`config.mk`:
```
export PLATFORM = sky130hd
export DESIGN_NAME = acc_front
export DESIGN_NICKNAME = d
export VERILOG_FILES = /design/src/design/aabb_circle_contact_assert.svh /design/src/design/acc_pkg.sv /design/src/design/acc_front.sv
export SDC_FILE = /design/constraint.sdc
export NUM_CORES = 1
export LEC_CHECK = 0
export BUFFER_PORTS_ARGS = -buffer_cell sky130_fd_sc_hd__buf_2
export CORE_ASPECT_RATIO = 0.5
export CORE_MARGIN = 4
export CORE_UTILIZATION = 40
export CTS_CLUSTER_SIZE = 10
export DETAILED_ROUTE_END_ITERATION = 6
export GPL_TIMING_DRIVEN = 0
export REMOVE_ABC_BUFFERS = 1
export SYNTH_ARGS = -nofsm -noshare
export SYNTH_HDL_FRONTEND = slang
export SYNTH_SLANG_ARGS = --single-unit
```
`constraint.sdc`:
```
create_clock -name i_clk -period 7.4 [get_ports i_clk]
set_input_delay 1.48 -clock i_clk [delete_from_list [all_inputs] [get_ports i_clk]]
set_output_delay 1.48 -clock i_clk [all_outputs]
set_load 0.01 [all_outputs]
```
`src/design/aabb_circle_contact_assert.svh`:
```
// assertion macros shared by the contact block
`ifndef AABB_CIRCLE_CONTACT_ASSERT_SVH
`define AABB_CIRCLE_CONTACT_ASSERT_SVH

// same-cycle implication, checked outside reset
`define ACC_ASSERT_IMP(name, clk, rst_n, ante, cons) \
    name: assert property (@(posedge clk) disable iff (!rst_n) (ante) |-> (cons)) \
        else $error("aabb_circle_contact: check failed");

// next-cycle implication, checked outside reset
`define ACC_ASSERT_NEXT(name, clk, rst_n, ante, cons) \
    name: assert property (@(posedge clk) disable iff (!rst_n) (ante) |=> (cons)) \
        else $error("aabb_circle_contact: check failed");

`endif

```
`src/design/acc_pkg.sv`:
```
`timescale 1ns / 1ps
`default_nettype none
package acc_pkg;

    localparam int COORD_W          = 24;
    localparam int SIZE_W           = 23;
    localparam int POS_W            = 27;   // doubled coordinate plus headroom
    localparam int MAG_W            = 26;
    localparam int NORM_W           = 16;
    localparam int PEN_W            = 26;
    localparam int NORMAL_FRAC_BITS = 14;
    localparam int SHIFT_LIM_W      = 24;
    localparam int LEN_SHIFT        = 14;
    localparam int NUM_SHIFT        = NORMAL_FRAC_BITS + 7;
    localparam int SQ_IN_W          = 64;
    localparam int LEN_W            = SQ_IN_W / 2;
    localparam int NUM_W            = SHIFT_LIM_W + NUM_SHIFT + 1;
    localparam int QUO_W            = 16;
    localparam int FIFO_DEPTH       = 4;
    localparam int IN_TDATA_W       = 168;
    localparam int OUT_TDATA_W      = 64;

    localparam int Q_ONE_INT        = 1 << NORMAL_FRAC_BITS;
    localparam int Q_LIM_INT        = (Q_ONE_INT < 32767) ? Q_ONE_INT : 32767;

    typedef struct packed {
        logic             in_box;
        logic             neg_x;
        logic             neg_y;
        logic [MAG_W-1:0] mag_x;
        logic [MAG_W-1:0] mag_y;
        logic [SIZE_W-1:0] radius;
    } t_item;

endpackage
`default_nettype wire

```
`src/design/acc_front.sv`:
```
`timescale 1ns / 1ps
`default_nettype none
module acc_front (
    input  logic                                i_clk,
    input  logic                                i_rst_n,
    input  logic                                i_valid,
    output logic                                o_ready,
    input  logic signed [acc_pkg::COORD_W-1:0]  i_box_center_x,
    input  logic signed [acc_pkg::COORD_W-1:0]  i_box_center_y,
    input  logic        [acc_pkg::SIZE_W-1:0]   i_box_width,
    input  logic        [acc_pkg::SIZE_W-1:0]   i_box_height,
    input  logic signed [acc_pkg::COORD_W-1:0]  i_circle_center_x,
    input  logic signed [acc_pkg::COORD_W-1:0]  i_circle_center_y,
    input  logic        [acc_pkg::SIZE_W-1:0]   i_circle_radius,
    input  logic                                i_full,
    output logic                                o_push,
    output acc_pkg::t_item                      o_item
);
    localparam int PW = acc_pkg::POS_W;
    localparam int CW = acc_pkg::COORD_W;
    localparam int SW = acc_pkg::SIZE_W;
    localparam int MW = acc_pkg::MAG_W;

    logic signed [PW-1:0] w_bx, w_by, w_px, w_py, w_ex, w_ey, w_ofx, w_ofy;
    logic signed [PW-1:0] w_ofx_abs, w_ofy_abs;

    logic                 r_valid;
    logic signed [PW-1:0] r_lox, r_hix, r_loy, r_hiy, r_px, r_py;
    logic [MW-1:0]        r_ofx_mag, r_ofy_mag;
    logic                 r_ofx_neg, r_ofy_neg;
    logic [SW-1:0]        r_rad;

    // doubled coordinates keep the half sizes exact
    assign w_bx = {{(PW-CW-1){i_box_center_x[CW-1]}}, i_box_center_x, 1'b0};
    assign w_by = {{(PW-CW-1){i_box_center_y[CW-1]}}, i_box_center_y, 1'b0};
    assign w_px = {{(PW-CW-1){i_circle_center_x[CW-1]}}, i_circle_center_x, 1'b0};
    assign w_py = {{(PW-CW-1){i_circle_center_y[CW-1]}}, i_circle_center_y, 1'b0};
    assign w_ex = {{(PW-SW){1'b0}}, i_box_width};
    assign w_ey = {{(PW-SW){1'b0}}, i_box_height};
    assign w_ofx = w_px - w_bx;
    assign w_ofy = w_py - w_by;
    assign w_ofx_abs = w_ofx[PW-1] ? -w_ofx : w_ofx;
    assign w_ofy_abs = w_ofy[PW-1] ? -w_ofy : w_ofy;

    assign o_ready = !r_valid || !i_full;

    always_ff @(posedge i_clk) begin
        if (!i_rst_n) begin
            r_valid <= 1'b0;
        end else if (o_ready) begin
            r_valid <= i_valid;
        end
    end

    always_ff @(posedge i_clk) begin
        if (o_ready && i_valid) begin
            r_lox     <= w_bx - w_ex;
            r_hix     <= w_bx + w_ex;
            r_loy     <= w_by - w_ey;
            r_hiy     <= w_by + w_ey;
            r_px      <= w_px;
            r_py      <= w_py;
            r_ofx_mag <= w_ofx_abs[MW-1:0];
            r_ofy_mag <= w_ofy_abs[MW-1:0];
            r_ofx_neg <= w_ofx[PW-1];
            r_ofy_neg <= w_ofy[PW-1];
            r_rad     <= i_circle_radius;
        end
    end

    logic                 w_inside, w_use_x;
    logic signed [PW-1:0] w_nx, w_ny, w_nx_abs, w_ny_abs;

    always_comb begin
        w_inside = (r_px >= r_lox) && (r_px <= r_hix) && (r_py >= r_loy) && (r_py <= r_hiy);
        w_use_x  = r_ofx_mag > r_ofy_mag;
        if (w_inside) begin
            // move to the face on the centre's own side
            if (w_use_x) begin
                w_nx = (r_ofx_neg ? r_lox : r_hix) - r_px;
                w_ny = '0;
            end else begin
                w_nx = '0;
                w_ny = (r_ofy_neg ? r_loy : r_hiy) - r_py;
            end
        end else begin
            w_nx = (r_px < r_lox) ? (r_px - r_lox) : ((r_px > r_hix) ? (r_px - r_hix) : '0);
            w_ny = (r_py < r_loy) ? (r_py - r_loy) : ((r_py > r_hiy) ? (r_py - r_hiy) : '0);
        end
        w_nx_abs = w_nx[PW-1] ? -w_nx : w_nx;
        w_ny_abs = w_ny[PW-1] ? -w_ny : w_ny;
    end

    assign o_push        = r_valid && !i_full;
    assign o_item.in_box = w_inside;
    assign o_item.neg_x  = w_nx[PW-1];
    assign o_item.neg_y  = w_ny[PW-1];
    assign o_item.mag_x  = w_nx_abs[MW-1:0];
    assign o_item.mag_y  = w_ny_abs[MW-1:0];
    assign o_item.radius = r_rad;

endmodule
`default_nettype wire

```
After elaboration in Yosys (flattened, before gate mapping) --
Cells that the tools add are included.
Word-level totals: register bits 234, word-level logic and storage cells 59
Cells by class: $lt $le $gt $ge 9, add/sub/neg operators 16, mux-type cells 14, reduce and logical (&&, ||, !) cells 8
Operators with widths (number):
- two-way mux 27 bit | 10
- subtractor 27 bit | 4
- two-way mux 26 bit | 4
- negator 26 bit | 4
- >= comparator 25 x 27 -> 1 bit | 2
- greater-than comparator 25 x 27 -> 1 bit | 2
- <= comparator 25 x 27 -> 1 bit | 2
- less-than comparator 25 x 27 -> 1 bit | 2
- subtractor 27 x 25 -> 27 bit | 2
- adder 25 x 24 -> 26 bit | 2
- subtractor 25 x 24 -> 26 bit | 2
- subtractor 25 x 25 -> 26 bit | 2
- greater-than comparator 26 bit | 1
- logical AND 1 bit | 5
- logical NOT 1 bit | 2
- logical OR 1 bit | 1

Depth between registers and ports, before layout --
depth in word-level cells 7, gate-level depth with buffers 25, depth with buffers taken out 21

Worst setup path after synthesis --
Ideal clock, no wire load.
kind input port to flip-flop, start point input i_full, end point register r_hix[10] (enable), data required time 6.785 ns, setup slack 0.025 ns, arrival 6.760 ns, stages 2, library setup time 0.615 ns, cell sequence nand2_1 and2_1
Between the ends: longest elaborated chain between the ends 3
RTL lines:
- start, declared | RTL line acc_front.sv:15 | input logic i_full,
- logical NOT 1 bit | RTL line acc_front.sv:45 | assign o_ready = !r_valid || !i_full;
- logical OR 1 bit | RTL line acc_front.sv:45
- logical AND 1 bit | RTL line acc_front.sv:56 | if (o_ready && i_valid) begin
- end signal, assigned | RTL line acc_front.sv:58 | r_hix <= w_bx + w_ex;
- end, declared | RTL line acc_front.sv:28 | logic signed [PW-1:0] r_lox, r_hix, r_loy, r_hiy, r_px, r_py;
Every way passes these cells. A chain may end at the register's enable or synchronous reset.

==> impl_results.md <==
- Die Ht: ~190 um
- Max FO, Critical Path: between 60 and 70
- Worst EP arrival: 5600 ps
- Critical-path cell list: ha_1, nor2b_1, o31ai_2, a211o_1, a21oi_4, a31oi_4, o211a_2, or3_4, buf_12, inv_16, nand2_4, o311a_1, inv_1, ha_1, nand2b_4, nor4b_4, and2_1, a31oi_1, xnor2_1, buf_2
- Largest stage delay, worst path: 480 ps
- Area grow syn2layout: 11.8%
- HP Class: register to register
- Share of the synthesized area in the top cell type: 25.2%
- Clock power frac: between 10% and 20%
- Comb power frac: 56.5%
- Hold_sp: r_valid
- Worst-path clk slew: around 60 ps
- I/O Pins: around 250
- Worst setup SP type: register
- Setup WS post-layout: between 300 and 400 ps
- Die area: 0.0714 mm2
- Placeable Area: roughly 0.066 mm2
- Initial antenna violation count: 5
- Fin nets: roughly 4000
- Num CTS Buffers: 27
- Reg power frac: between 20% and 30%
- Final setup fails: 0
- Largest net degree at the start of global routing: between 70 and 80
- Syn Inst Count: 3265
- Mapped Area: around 0.027 mm2
- Final Hold Viols: 0
- Pwr Total: 0.00671 W
- DIE WIDTH: between 300 and 400 um
- Start point of the critical path: r_py[1]
- Pleak: roughly 13 nW
- Relative slew slack: 35.6%
- Fin crit share: 95.6%
- CTS Root Cell: clkbuf_16
- Power Density: around 220 mW/mm2
- Post-Route WL: 79.8 mm
- Overflow after GRT: 0
- Total track usage: roughly 21%
- Seq/Total Area, Yosys: 25.3%
- Gpl congestion: roughly 0.93
- Int Power: roughly 0.0038 W
- P_sw: approximately 0.0029 W
- Clk_skew: about 23 ps
- CP Capture Type: primary output
- Post-synth EDFFs: between 200 and 250
- Max IR drop VDD: about 0.00018 V
- Worst-Skew Late Latency: between 500 and 600 ps
- Antenna-violating nets left: 0
- CTS H-tree lvls: 1
- Slowest stage cell, crit path: edfxtp_1
- Outcome: completed
- Async set or reset register ratio after synthesis: 0%
- Drt via density: between 5 and 6
- Residual DRC count: 0
- WP data required: about 5900 ps
- Max Fclk: around 140 MHz
- Initial core utilization: between 40% and 50%
- Vias in the first global route: around 23000
- Mean post-synth cell area: 8.20 um2
- Crit path max-delay family: compound AO/OA/AOI/OAI gates
- Yosys warns: 0
- Clk sinks: 226
- Post-synth top cells: inv_1 (384), ha_1 (319), a21oi_1 (277)
- Least-Margin Pin Slew: 965 ps
- Post-synth top area cell: edfxtp_1
- Max Slew Vio Count: 0
- RSZ-0062 raised after global routing: yes
- Post-route setup TNS: 0 ps
- DRT Pass-1 Iters: 6
- Top-count cell post-synth: inv_1
- Max Root-Sink Buffers: 3
- Layout Cells excl Fill: approximately 4400
- # hold bufs at CTS: 0
- Sw frac: a little over two fifths
- Crit path top cell by count: ha_1
- First-pass GRT wire length: approximately 120 mm
- Worst reg2reg path startpoint: r_valid
- Initial DRC count: approximately 1700
- Routed vias: around 24000
- Max cap viols: 0
- Final min period: 7080 ps
- Post-synth top flop: edfxtp_1
- Placement Setup Slack: -727 ps
- DP HPWL: ~65 mm
- DR WL/cell: 18.3 um
- CTS tree: yes
- CP Buf/Inv Count: 4
- Unique masters post-synth: 114
- PortBufs: between 200 and 250
- Site Rows: 66
- Largest cells by area after synthesis: edfxtp_1 (25%), ha_1 (15%), xnor2_1 (6.5%)
- CP Class: register to primary output
- Placed insts: around 4300
- Fillers: around 6600
- Yosys reg bits: approximately 230
- Share of layout cells above drive strength 1: between 10% and 20%
[worst register-to-register path: cells and delay by family (launching register included)]
kind	cells	cell delay, ps
AND/OR/NAND/NOR	2	710
buffers and inverters	2	730
flip-flops	1	320
[metrics by stage]
stage          area, um2  util (%)  hold slack, ps
6_report           29900      45.6             533
5_1_grt            29900      45.6             569
4_1_cts            29700      45.3             531
3_5_place_dp       28800      43.9             521
3_3_place_gp       28700      43.7             506
2_1_floorplan      26300         -             487
[kinds of logic after synthesis]
family	Yosys count	synth area share [%]
mux	21	0.841
xor+xnor	321	10.5
flops	226	25.3
compound gates	973	23.7
simple gates	906	16.7
buf+inv	487	7.13
fa+ha+maj	331	15.8
[state kept, by name, summed over array words and instances, names as in the netlist]
register   count
r_lox         26
r_loy         26
r_hix         25
r_hiy         25
r_ofx_mag     25
r_ofy_mag     25
r_px          24
r_py          24
r_rad         23
r_ofx_neg      1
r_ofy_neg      1
r_valid        1
[per-layer routing]
layer | vias up | part of all wire [%] | GRT usage, % | wire (um)
met5 | - | 0.0088 | 0 | 7
met2 | 603 | 49 | 38.6 | 38800
met1 | 11248 | 44 | 26.9 | 34900
met4 | 2 | 3.4 | 7.49 | 2710
met3 | 129 | 4.3 | 2.27 | 3410
li1 | 12105 | - | - | -
[cell type report]
class                   instances  area, um2  area share, %
clock buffers                  38        737           2.46
flip-flops and latches        226       6780           22.6
inverters                     386       1470           4.90
repair buffers                273       1540           5.14
diodes                          3       7.51         0.0251
clock inverters                 2       12.5         0.0418
well taps                     884       1110           3.70
multi-input cells            2553      18300           61.1
[power groups by stage]
stage          logic, W  clock network [W]  registers (W)
5_1_grt         0.00421            0.00131        0.00172
4_1_cts         0.00375            0.00125        0.00171
2_1_floorplan   0.00265                  0        0.00172
6_report        0.00379            0.00122        0.00170
3_5_place_dp    0.00370                  0        0.00174
3_3_place_gp    0.00365                  0        0.00176
[layout by cell type, fill, tap and decap left out, drive strengths merged, types with 9 or more instances in the layout]
cell type / count
a211o: 9
ha: 319
a2111oi: 13
a22oi: 13
or2: 24
a21oi: 281
a31oi: 54
nor2b: 48
o211ai: 25
mux2i: 15
o21bai: 32
buf: 273
fa: 12
o31a: 19
o21ai: 222
xnor2: 198
a21o: 66
xor2: 123
or3: 36
nand3: 70
nand4: 27
nand3b: 10
edfxtp: 225
o21a: 50
nand2: 220
o31ai: 28
clkbuf: 38
inv: 386
nor3: 85
and2: 16
and3: 25
a211oi: 40
o41ai: 9
nand2b: 48
o22ai: 11
nor4: 20
nor2: 249
[final timing paths]
path / cells after the start / slack (ps) / endpoint
max: 20 / 320 / o_item[73]
min: 2 / 530 / r_valid
max reg2reg: 4 / 5200 / r_lox[25]
min reg2reg: 2 / 530 / r_valid
[what timing repair did]
action,CTS,global route
endpoints found under the setup margin,52,41
endpoints found under the hold margin,0,0
pin swaps,2,5
gates resized for setup,17,23
cloned,0,1
buffers inserted,6,11
Note: power is estimated with default switching activity, not from simulation.
