<file path="src/design/aabb_circle_contact_assert.svh">
// assertion macros shared by the contact block
`ifndef AABB_CIRCLE_CONTACT_ASSERT_SVH
`define AABB_CIRCLE_CONTACT_ASSERT_SVH

// same-cycle implication, checked outside reset
`define ACC_ASSERT_IMP(name, clk, rst_n, ante, cons) \
    name: assert property (@(posedge clk) disable iff (!rst_n) (ante) |-> (cons)) \
        else $error("aabb_circle_contact: check failed");

// next-cycle implication, checked outside reset
`define ACC_ASSERT_NEXT(name, clk, rst_n, ante, cons) \
    name: assert property (@(posedge clk) disable iff (!rst_n) (ante) |=> (cons)) \
        else $error("aabb_circle_contact: check failed");

`endif

</file>
<file path="src/design/acc_pkg.sv">
`timescale 1ns / 1ps
`default_nettype none
package acc_pkg;

    localparam int COORD_W          = 24;
    localparam int SIZE_W           = 23;
    localparam int POS_W            = 27;   // doubled coordinate plus headroom
    localparam int MAG_W            = 26;
    localparam int NORM_W           = 16;
    localparam int PEN_W            = 26;
    localparam int NORMAL_FRAC_BITS = 14;
    localparam int SHIFT_LIM_W      = 24;
    localparam int LEN_SHIFT        = 14;
    localparam int NUM_SHIFT        = NORMAL_FRAC_BITS + 7;
    localparam int SQ_IN_W          = 64;
    localparam int LEN_W            = SQ_IN_W / 2;
    localparam int NUM_W            = SHIFT_LIM_W + NUM_SHIFT + 1;
    localparam int QUO_W            = 16;
    localparam int FIFO_DEPTH       = 4;
    localparam int IN_TDATA_W       = 168;
    localparam int OUT_TDATA_W      = 64;

    localparam int Q_ONE_INT        = 1 << NORMAL_FRAC_BITS;
    localparam int Q_LIM_INT        = (Q_ONE_INT < 32767) ? Q_ONE_INT : 32767;

    typedef struct packed {
        logic             in_box;
        logic             neg_x;
        logic             neg_y;
        logic [MAG_W-1:0] mag_x;
        logic [MAG_W-1:0] mag_y;
        logic [SIZE_W-1:0] radius;
    } t_item;

endpackage
`default_nettype wire

</file>
<file path="src/design/acc_fifo.sv">
`timescale 1ns / 1ps
`default_nettype none
module acc_fifo #(
    parameter int DEPTH = acc_pkg::FIFO_DEPTH
) (
    input  logic           i_clk,
    input  logic           i_rst_n,
    input  logic           i_push,
    input  acc_pkg::t_item i_item,
    output logic           o_full,
    input  logic           i_pop,
    output acc_pkg::t_item o_item,
    output logic           o_empty
);
    localparam int AW = (DEPTH > 1) ? $clog2(DEPTH) : 1;

    acc_pkg::t_item r_mem [DEPTH];
    logic [AW-1:0]  r_wr, r_rd;
    logic [AW:0]    r_count;

    assign o_full  = r_count == (AW+1)'(DEPTH);
    assign o_empty = r_count == '0;
    assign o_item  = r_mem[r_rd];

    always_ff @(posedge i_clk) begin
        if (!i_rst_n) begin
            r_wr    <= '0;
            r_rd    <= '0;
            r_count <= '0;
        end else begin
            if (i_push) begin
                r_wr <= (r_wr == AW'(DEPTH-1)) ? '0 : r_wr + 1'b1;
            end
            if (i_pop) begin
                r_rd <= (r_rd == AW'(DEPTH-1)) ? '0 : r_rd + 1'b1;
            end
            if (i_push && !i_pop) begin
                r_count <= r_count + 1'b1;
            end else if (i_pop && !i_push) begin
                r_count <= r_count - 1'b1;
            end
        end
    end

    always_ff @(posedge i_clk) begin
        if (i_push) begin
            r_mem[r_wr] <= i_item;
        end
    end

endmodule
`default_nettype wire

</file>
<file path="config.mk">
export PLATFORM = sky130hd
export DESIGN_NAME = acc_fifo
export DESIGN_NICKNAME = d
export VERILOG_FILES = /design/src/design/aabb_circle_contact_assert.svh /design/src/design/acc_pkg.sv /design/src/design/acc_fifo.sv
export SDC_FILE = /design/constraint.sdc
export NUM_CORES = 1
export LEC_CHECK = 0
export ABC_AREA = 1
export BUFFER_PORTS_ARGS = -buffer_cell sky130_fd_sc_hd__clkbuf_2
export CAP_MARGIN = 30
export CORE_MARGIN = 4
export CORE_UTILIZATION = 43
export CTS_CLUSTER_DIAMETER = 100
export DETAILED_ROUTE_END_ITERATION = 12
export PLACE_DENSITY_LB_ADDON = 0.3
export SLEW_MARGIN = 10
export SYNTH_ARGS = -nofsm -noshare
export SYNTH_HDL_FRONTEND = slang
export SYNTH_SLANG_ARGS = --single-unit
</file>
<file path="constraint.sdc">
create_clock -name i_clk -period 2.4 [get_ports i_clk]
set_input_delay 0.36 -clock i_clk [delete_from_list [all_inputs] [get_ports i_clk]]
set_output_delay 0.36 -clock i_clk [all_outputs]
set_load 0.005 [all_outputs]
</file>
# Word-level counts from Yosys, hierarchy flattened
# Memories as Yosys holds them, arrays and structs flattened. A register that Yosys moved wholly into a read port is not among the register bits.
# Index checks and enable logic that the tools add are counted.
[totals]
reg_bits = 7
mem_bits_rw = 312
inputBits = 82
out_inout_bits = 80
word_cells = 25
n_memories = 1
[memory_table]
columns = ["memory", "words", "width", "rd", "rd_clocked_by_memory_dff", "wr", "line", "text"]
rows = [
  ["r_mem", 4, 78, 1, 1, 1, "acc_fifo.sv:17", "acc_pkg::t_item r_mem [DEPTH];"],
]
[op_classes]
n_addsub = 4
n_eq_ne = 3
muxes = 8
n_reduce_logical = 6
[op_table]
columns = ["cell", "count"]
rows = [
  ["$mux 2", 4],
  ["$mux 3", 2],
  ["$add 2x1->2 const B", 2],
  ["$eq 2x2->1 const B", 2],
  ["$add 3x1->3 const B", 1],
  ["$eq 3x3->1 const B", 1],
  ["$logic_not 3->1", 1],
  ["$sub 3x1->3 const B", 1],
  ["$logic_and 1x1->1", 2],
  ["$logic_not 1->1", 2],
  ["$mux 1", 2],
  ["$reduce_bool 2->1", 1],
]

# Depth between registers and ports, before layout
# Gate-level depths: netlist (run 1).
[depth]
depth_word = 4
ltp_mapped = 10
ltp_nobuf = 10

# Worst setup path after synthesis (run 1)
# Ideal clock, no wire load.
[synth_path]
path_type = "register to register"
from = "reg r_wr[0]"
to = "mem r_mem[3][0] (netlist bit) (enable)"
setup_ns = 0.432
arrival_time_ns = 2.102
required_ns = 1.968
setup_slack_ns = -0.134
stages_incl_launch_ff = 4
n_path_buf = 0
period_less_slack_ns = 2.534
cell_sequence = "dfxtp_1 -> ha_1 -> nand2_1 -> inv_1"
[synth_lines]
columns = ["item", "line", "text"]
rows = [
  ["start: declaration", "acc_fifo.sv:18", "logic [AW-1:0] r_wr, r_rd;"],
  ["start signal: assignment", "acc_fifo.sv:32", "r_wr <= (r_wr == AW'(DEPTH-1)) ? '0 : r_wr + 1'b1;"],
  ["end: declaration", "acc_fifo.sv:17", ""],
]
# Straight into the memory's write port.

==> impl_metrics.tcl, run 1 <==
set metrics [dict create \
    ant_nets 0 \
    powerDensity_nw_per_um2 864 \
    cpPeakStageDelay_ns 0.44 \
    grt_start_max_net_pins 87 \
    wl_met2_um 12400 \
    grt_pass1_vias 7047 \
    die_area_um2 30700 \
    ir_drop_v 0.000539 \
    seq_area_frac_synth_pct 79.4 \
    port_buffers 161 \
    met3_length_um 1740 \
    io_pins 162 \
    syn_area_per_cell_um2 14.8 \
    synthTopCellsByCount "312 x edfxtp_1, 164 x nor2_1, 93 x o21ai_0, 78 x o22ai_1, 66 x o21ai_1" \
    cts_tree "yes" \
    setup_viol 0 \
    synth_flop_cell "edfxtp_1" \
    drive_above_1_share_pct 23.0 \
    slew_violations 0 \
    crit_path_end_kind "primary output" \
    drt-total-wl_um 25800 \
    hp-class "in2reg" \
    startpoint_type "flop" \
    cp_top_family "buffers and inverters" \
    m1WireLength_um 11200 \
    cts_root_buf "clkbuf_16" \
    syn_inst 813 \
    viasPerCell 5.20 \
    first_pass_iters 5 \
    status "completed" \
    syn_area_um2 12000 \
    post_drt_wl_per_cell_um 18.7 \
    synth-edff-count 312 \
    die_h_um 175 \
    fin_tns_setup_ns 0 \
    tightest_slew_ns 0.571 \
    insertion_delay_ns 0.49 \
    final.period_utilization_pct 94.9 \
    grt_overflow_total 0 \
    critPathBufInv 3 \
    critical_path.slowest_cell "dfxtp_4" \
    cts.reportedPaths.clkPinSlew_ns 0.06 \
    final_nets 1073 \
    core_area_um2 27300 \
    clkSinkCount 321 \
    htree_num_levels 2 \
    cp_max_fo 70 \
    maxSlewHeadroom_pct 61.8 \
    rsz0062_at_grt "false" \
    postSynthNetCount 902 \
    vias 7180 \
    finClkSkew_ns 0.0113 \
    total_power_uw 12400 \
    first_iter_violations 601 \
    antenna_found_initial 2 \
    cp.required_ns 2.04 \
    cts-hold-fix-buffers 0 \
    grt_usage_pct 15.9 \
    dieWidth_um 175 \
    clockBufferDepth 3 \
    async_flop_share_pct 0 \
    place.detailed.hpwl_um 14100 \
    synth_top_area_share_pct 77.9 \
    setup.worst_path.class "reg2out" \
    grt_pass1_wl_um 39000 \
    synth_cell_types 21 \
    top_layer "met4" \
    numCtsBuffers 36 \
    synth.area.top_cells "edfxtp_1 78%, nor2_1 5.1%, o22ai_1 4.1%, o21ai_0 3.9%, o21ai_1 2.7%" \
    fmax_mhz 439 \
    post-synth-top-count-cell "edfxtp_1" \
    post-route-drc-count 0 \
    period_minus_slack_ns 2.28 \
    gp_congestion 0.685 \
    areaGrowthSynthToFinish_pct 19.7 \
    synth_warnings 0 \
    fp-row-count 60 \
    max_cap_viol_count 0 \
    path_cells "inv_4 -> buf_12 -> nor2_1 -> o22ai_1 -> clkbuf_2" \
    hold_viol 0 \
    arrival_ns 1.92 \
    ys_seq_elements 321 \
    synth_top_cell_by_area "edfxtp_1" \
    leakage_uw 0.00506 \
    initial_core_util_pct 44.1 \
]
## layer usage
metal | GRT usage (%) | vias up
li1 | - | 3415
met1 | 20.7 | 3530
met2 | 26.4 | 197
met3 | 4.09 | 38
met4 | 4.91 | 0
met5 | 0 | -
## report_power, final
part / total (uW) / switching [uW] / internal, uW / leakage (uW)
registers: 6480 / 69.1 / 6410 / 0.00294
clock network: 4810 / 1980 / 2830 / 0.000493
logic: 1160 / 723 / 436 / 0.00162
total: 12400 / 2770 / 9670 / 0.00506
## worst reg2reg max path, cell delays in order (launching register included)
cell        delay, ns
dfxtp_1          0.39
inv_1            0.09
ha_1             0.19
nand2_1          0.10
clkinvlp_4       0.47
buf_12           0.37
## final cells by class
| cell class | instances | area (um^2) |
|---|---|---|
| clock inverters | 8 | 37.5 |
| clock buffers | 53 | 986 |
| multi-input cells | 426 | 2080 |
| inverters | 16 | 77.6 |
| flip-flops and latches | 321 | 9550 |
| fillers | 2274 | 12900 |
| repair buffers | 183 | 1190 |
| diodes | 2 | 5.00 |
| well taps | 372 | 465 |
## placed cells by master (no fill, tap or decap), drive strengths merged
| cell type | netlist | routed |
|---|---|---|
| nand3 | 1 | 1 |
| a21oi | 3 | 3 |
| clkinv | 0 | 7 |
| fa | 1 | 1 |
| ha | 6 | 6 |
| xor2 | 1 | 1 |
| o21ai | 159 | 159 |
| nor2 | 164 | 164 |
| clkbuf | 22 | 215 |
| nor3 | 4 | 4 |
| buf | 28 | 21 |
| dfxtp | 9 | 9 |
| o22ai | 78 | 78 |
| edfxtp | 312 | 312 |
| nand4 | 1 | 1 |
| diode | 0 | 2 |
| clkinvlp | 0 | 5 |
| inv | 16 | 12 |
| nand2 | 8 | 8 |
## registers in the layout (all words and copies together), names as in the netlist, named ones only
register  count
r_wr          2
r_count       3
r_rd          2
r_mem       312
## worst paths after layout
path / start / slack (ns) / depth (start not counted) / endpoint
setup reg to reg: r_wr[0] / 0.52 / 5 / r_mem[2][12]
hold reg to reg: r_wr[1] / 0.53 / 2 / r_wr[1]
setup / recovery: flop / 0.12 / 5 / o_item[66]
hold / removal: i_item[16] / 0.08 / 1 / r_mem[0][16]
## logic make-up (layout without fill, tap and decap cells)
kind of cell	count (synthesis)	after routing	synth area share [%]
flops	321	321	79.4
compound gates	240	240	10.8
fa+ha+maj	7	7	0.791
simple gates	178	178	5.63
other cells	0	2	0
buf+inv	66	260	3.28
xor+xnor	1	1	0.0729
## stage by stage
step           area (um^2)  setup WS (ns)  hold slack (ns)  std cells  util [%]
2_1_floorplan        12000          0.158            0.459        813         -
3_3_place_gp         13300          0.467            0.508       1316      48.8
3_5_place_dp         13300          0.464            0.533       1316      48.8
4_1_cts              14300         0.0212           0.0535       1377      52.6
5_1_grt              14400         0.0128           0.0650       1380      52.8
6_report             14400          0.122           0.0794       1381      52.8
## timing repair
action,CTS,global route
hold endpoints to repair,0,0
setup endpoints to repair,1,20
gates cloned,0,1
resized for setup,1,2
setup buffers,0,1
pin swaps,0,0
Power figures use the tool's default switching activity.
==> inputs of run 2 (changes only) <==
--- a/config.mk
+++ b/config.mk
@@ -13,6 +13,7 @@
 export CTS_CLUSTER_DIAMETER = 100
 export DETAILED_ROUTE_END_ITERATION = 12
 export PLACE_DENSITY_LB_ADDON = 0.3
+export SETUP_SLACK_MARGIN = 0.5
 export SLEW_MARGIN = 10
 export SYNTH_ARGS = -nofsm -noshare
 export SYNTH_HDL_FRONTEND = slang
==> run 2 against run 1 <==
Clock skew down 0.0012 ns. Die area unchanged. Total power up 6.0%. Design area up 8.5%. Setup slack better by 0.18 ns. Global-route usage up 2.0 points. Clock-buffer cell count down 10. Largest cell class unchanged. Non-clock buffer count up 33. First-iteration DRC count up 2.7%. Hold slack worse by 0.0072 ns.
==> impl_metrics.tcl, run 2 (synthesized netlist as in run 1, its figures left out) <==
set metrics [dict create \
    fp-row-count 60 \
    finClkSkew_ns 0.0101 \
    grt_pass1_wl_um 42400 \
    wl_met2_um 15100 \
    die_area_um2 30700 \
    clkSinkCount 321 \
    cts.reportedPaths.clkPinSlew_ns 0.06 \
    place.detailed.hpwl_um 13800 \
    pwr-share-comb_pct 12.0 \
    areaGrowthSynthToFinish_pct 29.8 \
    port_buffers 161 \
    cp_max_fo 6 \
    ir_drop_v 0.000473 \
    grt_pass1_vias 7265 \
    mostFrequentLayoutCell "edfxtp_1" \
    m1WireLength_um 13500 \
    switching_share_pct 22.7 \
    gp_congestion 0.697 \
    vias 7612 \
    seq_power_share_pct 49.1 \
    cp.required_ns 2.04 \
    rsz0062_at_grt "true" \
    leakage_uw 0.00556 \
    grt_overflow_total 0 \
    core_area_um2 27300 \
    fin_tns_setup_ns 0 \
    clockBufferDepth 3 \
    initial_core_util_pct 44.1 \
    top_layer "met5" \
    status "completed" \
    arrival_ns 1.74 \
    ant_nets 0 \
    hp-class "in2reg" \
    viasPerCell 5.39 \
    final_nets 1105 \
    fin_util_pct 57.3 \
    slew_violations 0 \
    htree_num_levels 2 \
    largest_reg_flops 312 \
    intPower_uw 10200 \
    startpoint_type "flop" \
    crit_path_end_kind "primary output" \
    max_cap_viol_count 0 \
    fmax_mhz 477 \
    drive_above_1_share_pct 32.7 \
    largest_register "r_mem" \
    maxSlewHeadroom_pct 61.8 \
    post-route-drc-count 0 \
    crit_top_cell "buf_12" \
    period_minus_slack_ns 2.10 \
    grt_usage_pct 17.9 \
    antenna_found_initial 2 \
    dpl.cell_count 1312 \
    setup_viol 0 \
    cts_tree "yes" \
    tightest_slew_ns 0.573 \
    path_cells "buf_12 -> buf_12 -> clkbuf_16 -> o21ai_1 -> o22ai_1 -> buf_2" \
    post_drt_wl_per_cell_um 22.3 \
    drt-total-wl_um 31500 \
    final_cell_mix "312 x edfxtp_1, 151 x nor2_1, 116 x clkbuf_2, 78 x o21ai_1, 60 x o22ai_1" \
    cts_root_buf "clkbuf_16" \
    setup.worst_path.class "reg2out" \
    grt_start_max_net_pins 44 \
    critical_path.slowest_cell "dfxtp_4" \
    numCtsBuffers 35 \
    cpPeakStageDelay_ns 0.42 \
    first_pass_iters 5 \
    hold_viol 0 \
    final.period_utilization_pct 87.4 \
    die_h_um 175 \
    met3_length_um 2200 \
    first_iter_violations 617 \
    fin_cells 1411 \
    insertion_delay_ns 0.50 \
    p_clk_share_pct 38.9 \
    total_power_uw 13200 \
    dieWidth_um 175 \
    powerDensity_nw_per_um2 845 \
    io_pins 162 \
    switchingPower_uw 2990 \
    top_regs "r_mem x312, r_count x3" \
    antenna_cells 0 \
]
## run 2: worst max-delay path: cells and delay by family (launching register included)
kind,cells,cell delay (ns)
buffers and inverters,4,0.57
flip-flops,1,0.42
AO/OA/AOI/OAI,2,0.24
## run 2: final cells by class
cell class	instances	area [um^2]
clock buffers	43	948
clock inverters	17	155
fillers	2177	11600
inverters	16	100
multi-input cells	426	2370
flip-flops and latches	321	9560
well taps	372	465
repair buffers	216	2010
## run 2: timing repair
item | in CTS | in global routing
gates resized for setup | 30 | 152
cloned | 11 | 19
endpoints found under the setup margin | 78 | 78
setup buffers | 6 | 3
hold buffers | 0 | 0
pin swaps | 3 | 53
## run 2: metrics by stage
step / instance area (um^2) / hold WS (ns) / setup slack [ns]
floorplan: 12100 / 0.459 / 0.260
CTS: 14900 / 0.0525 / 0.261
global route: 15600 / 0.0612 / 0.237
detailed placement: 13300 / 0.490 / 0.657
finish: 15600 / 0.0722 / 0.302
global placement: 13300 / 0.484 / 0.643
## run 2: routing by layer
layer  vias to the layer above  GRT usage [%]
met2                       270           29.5
met1                      3787           23.6
met4                         4           4.81
li1                       3488              -
met3                        63           4.76
met5                         -              0
## run 2: power by group through the flow
stage	Sequential, uW	Combinational (uW)	Clock, uW
after floorplan	6580	621	0
after global placement	6580	1140	0
after detailed placement	6580	1160	0
after CTS	6470	1360	5230
after global routing	6490	1710	5500
final	6480	1580	5130
## run 2: path summary, 6_finish.rpt
check                      end  startpoint  cells past startpoint  slack [ns]
setup reg to reg  r_mem[0][20]     r_wr[0]                      5        0.81
hold / removal    r_mem[0][65]  i_item[65]                      1        0.07
hold reg to reg        r_wr[1]     r_wr[1]                      2        0.50
setup / recovery    o_item[17]        flop                      6        0.30
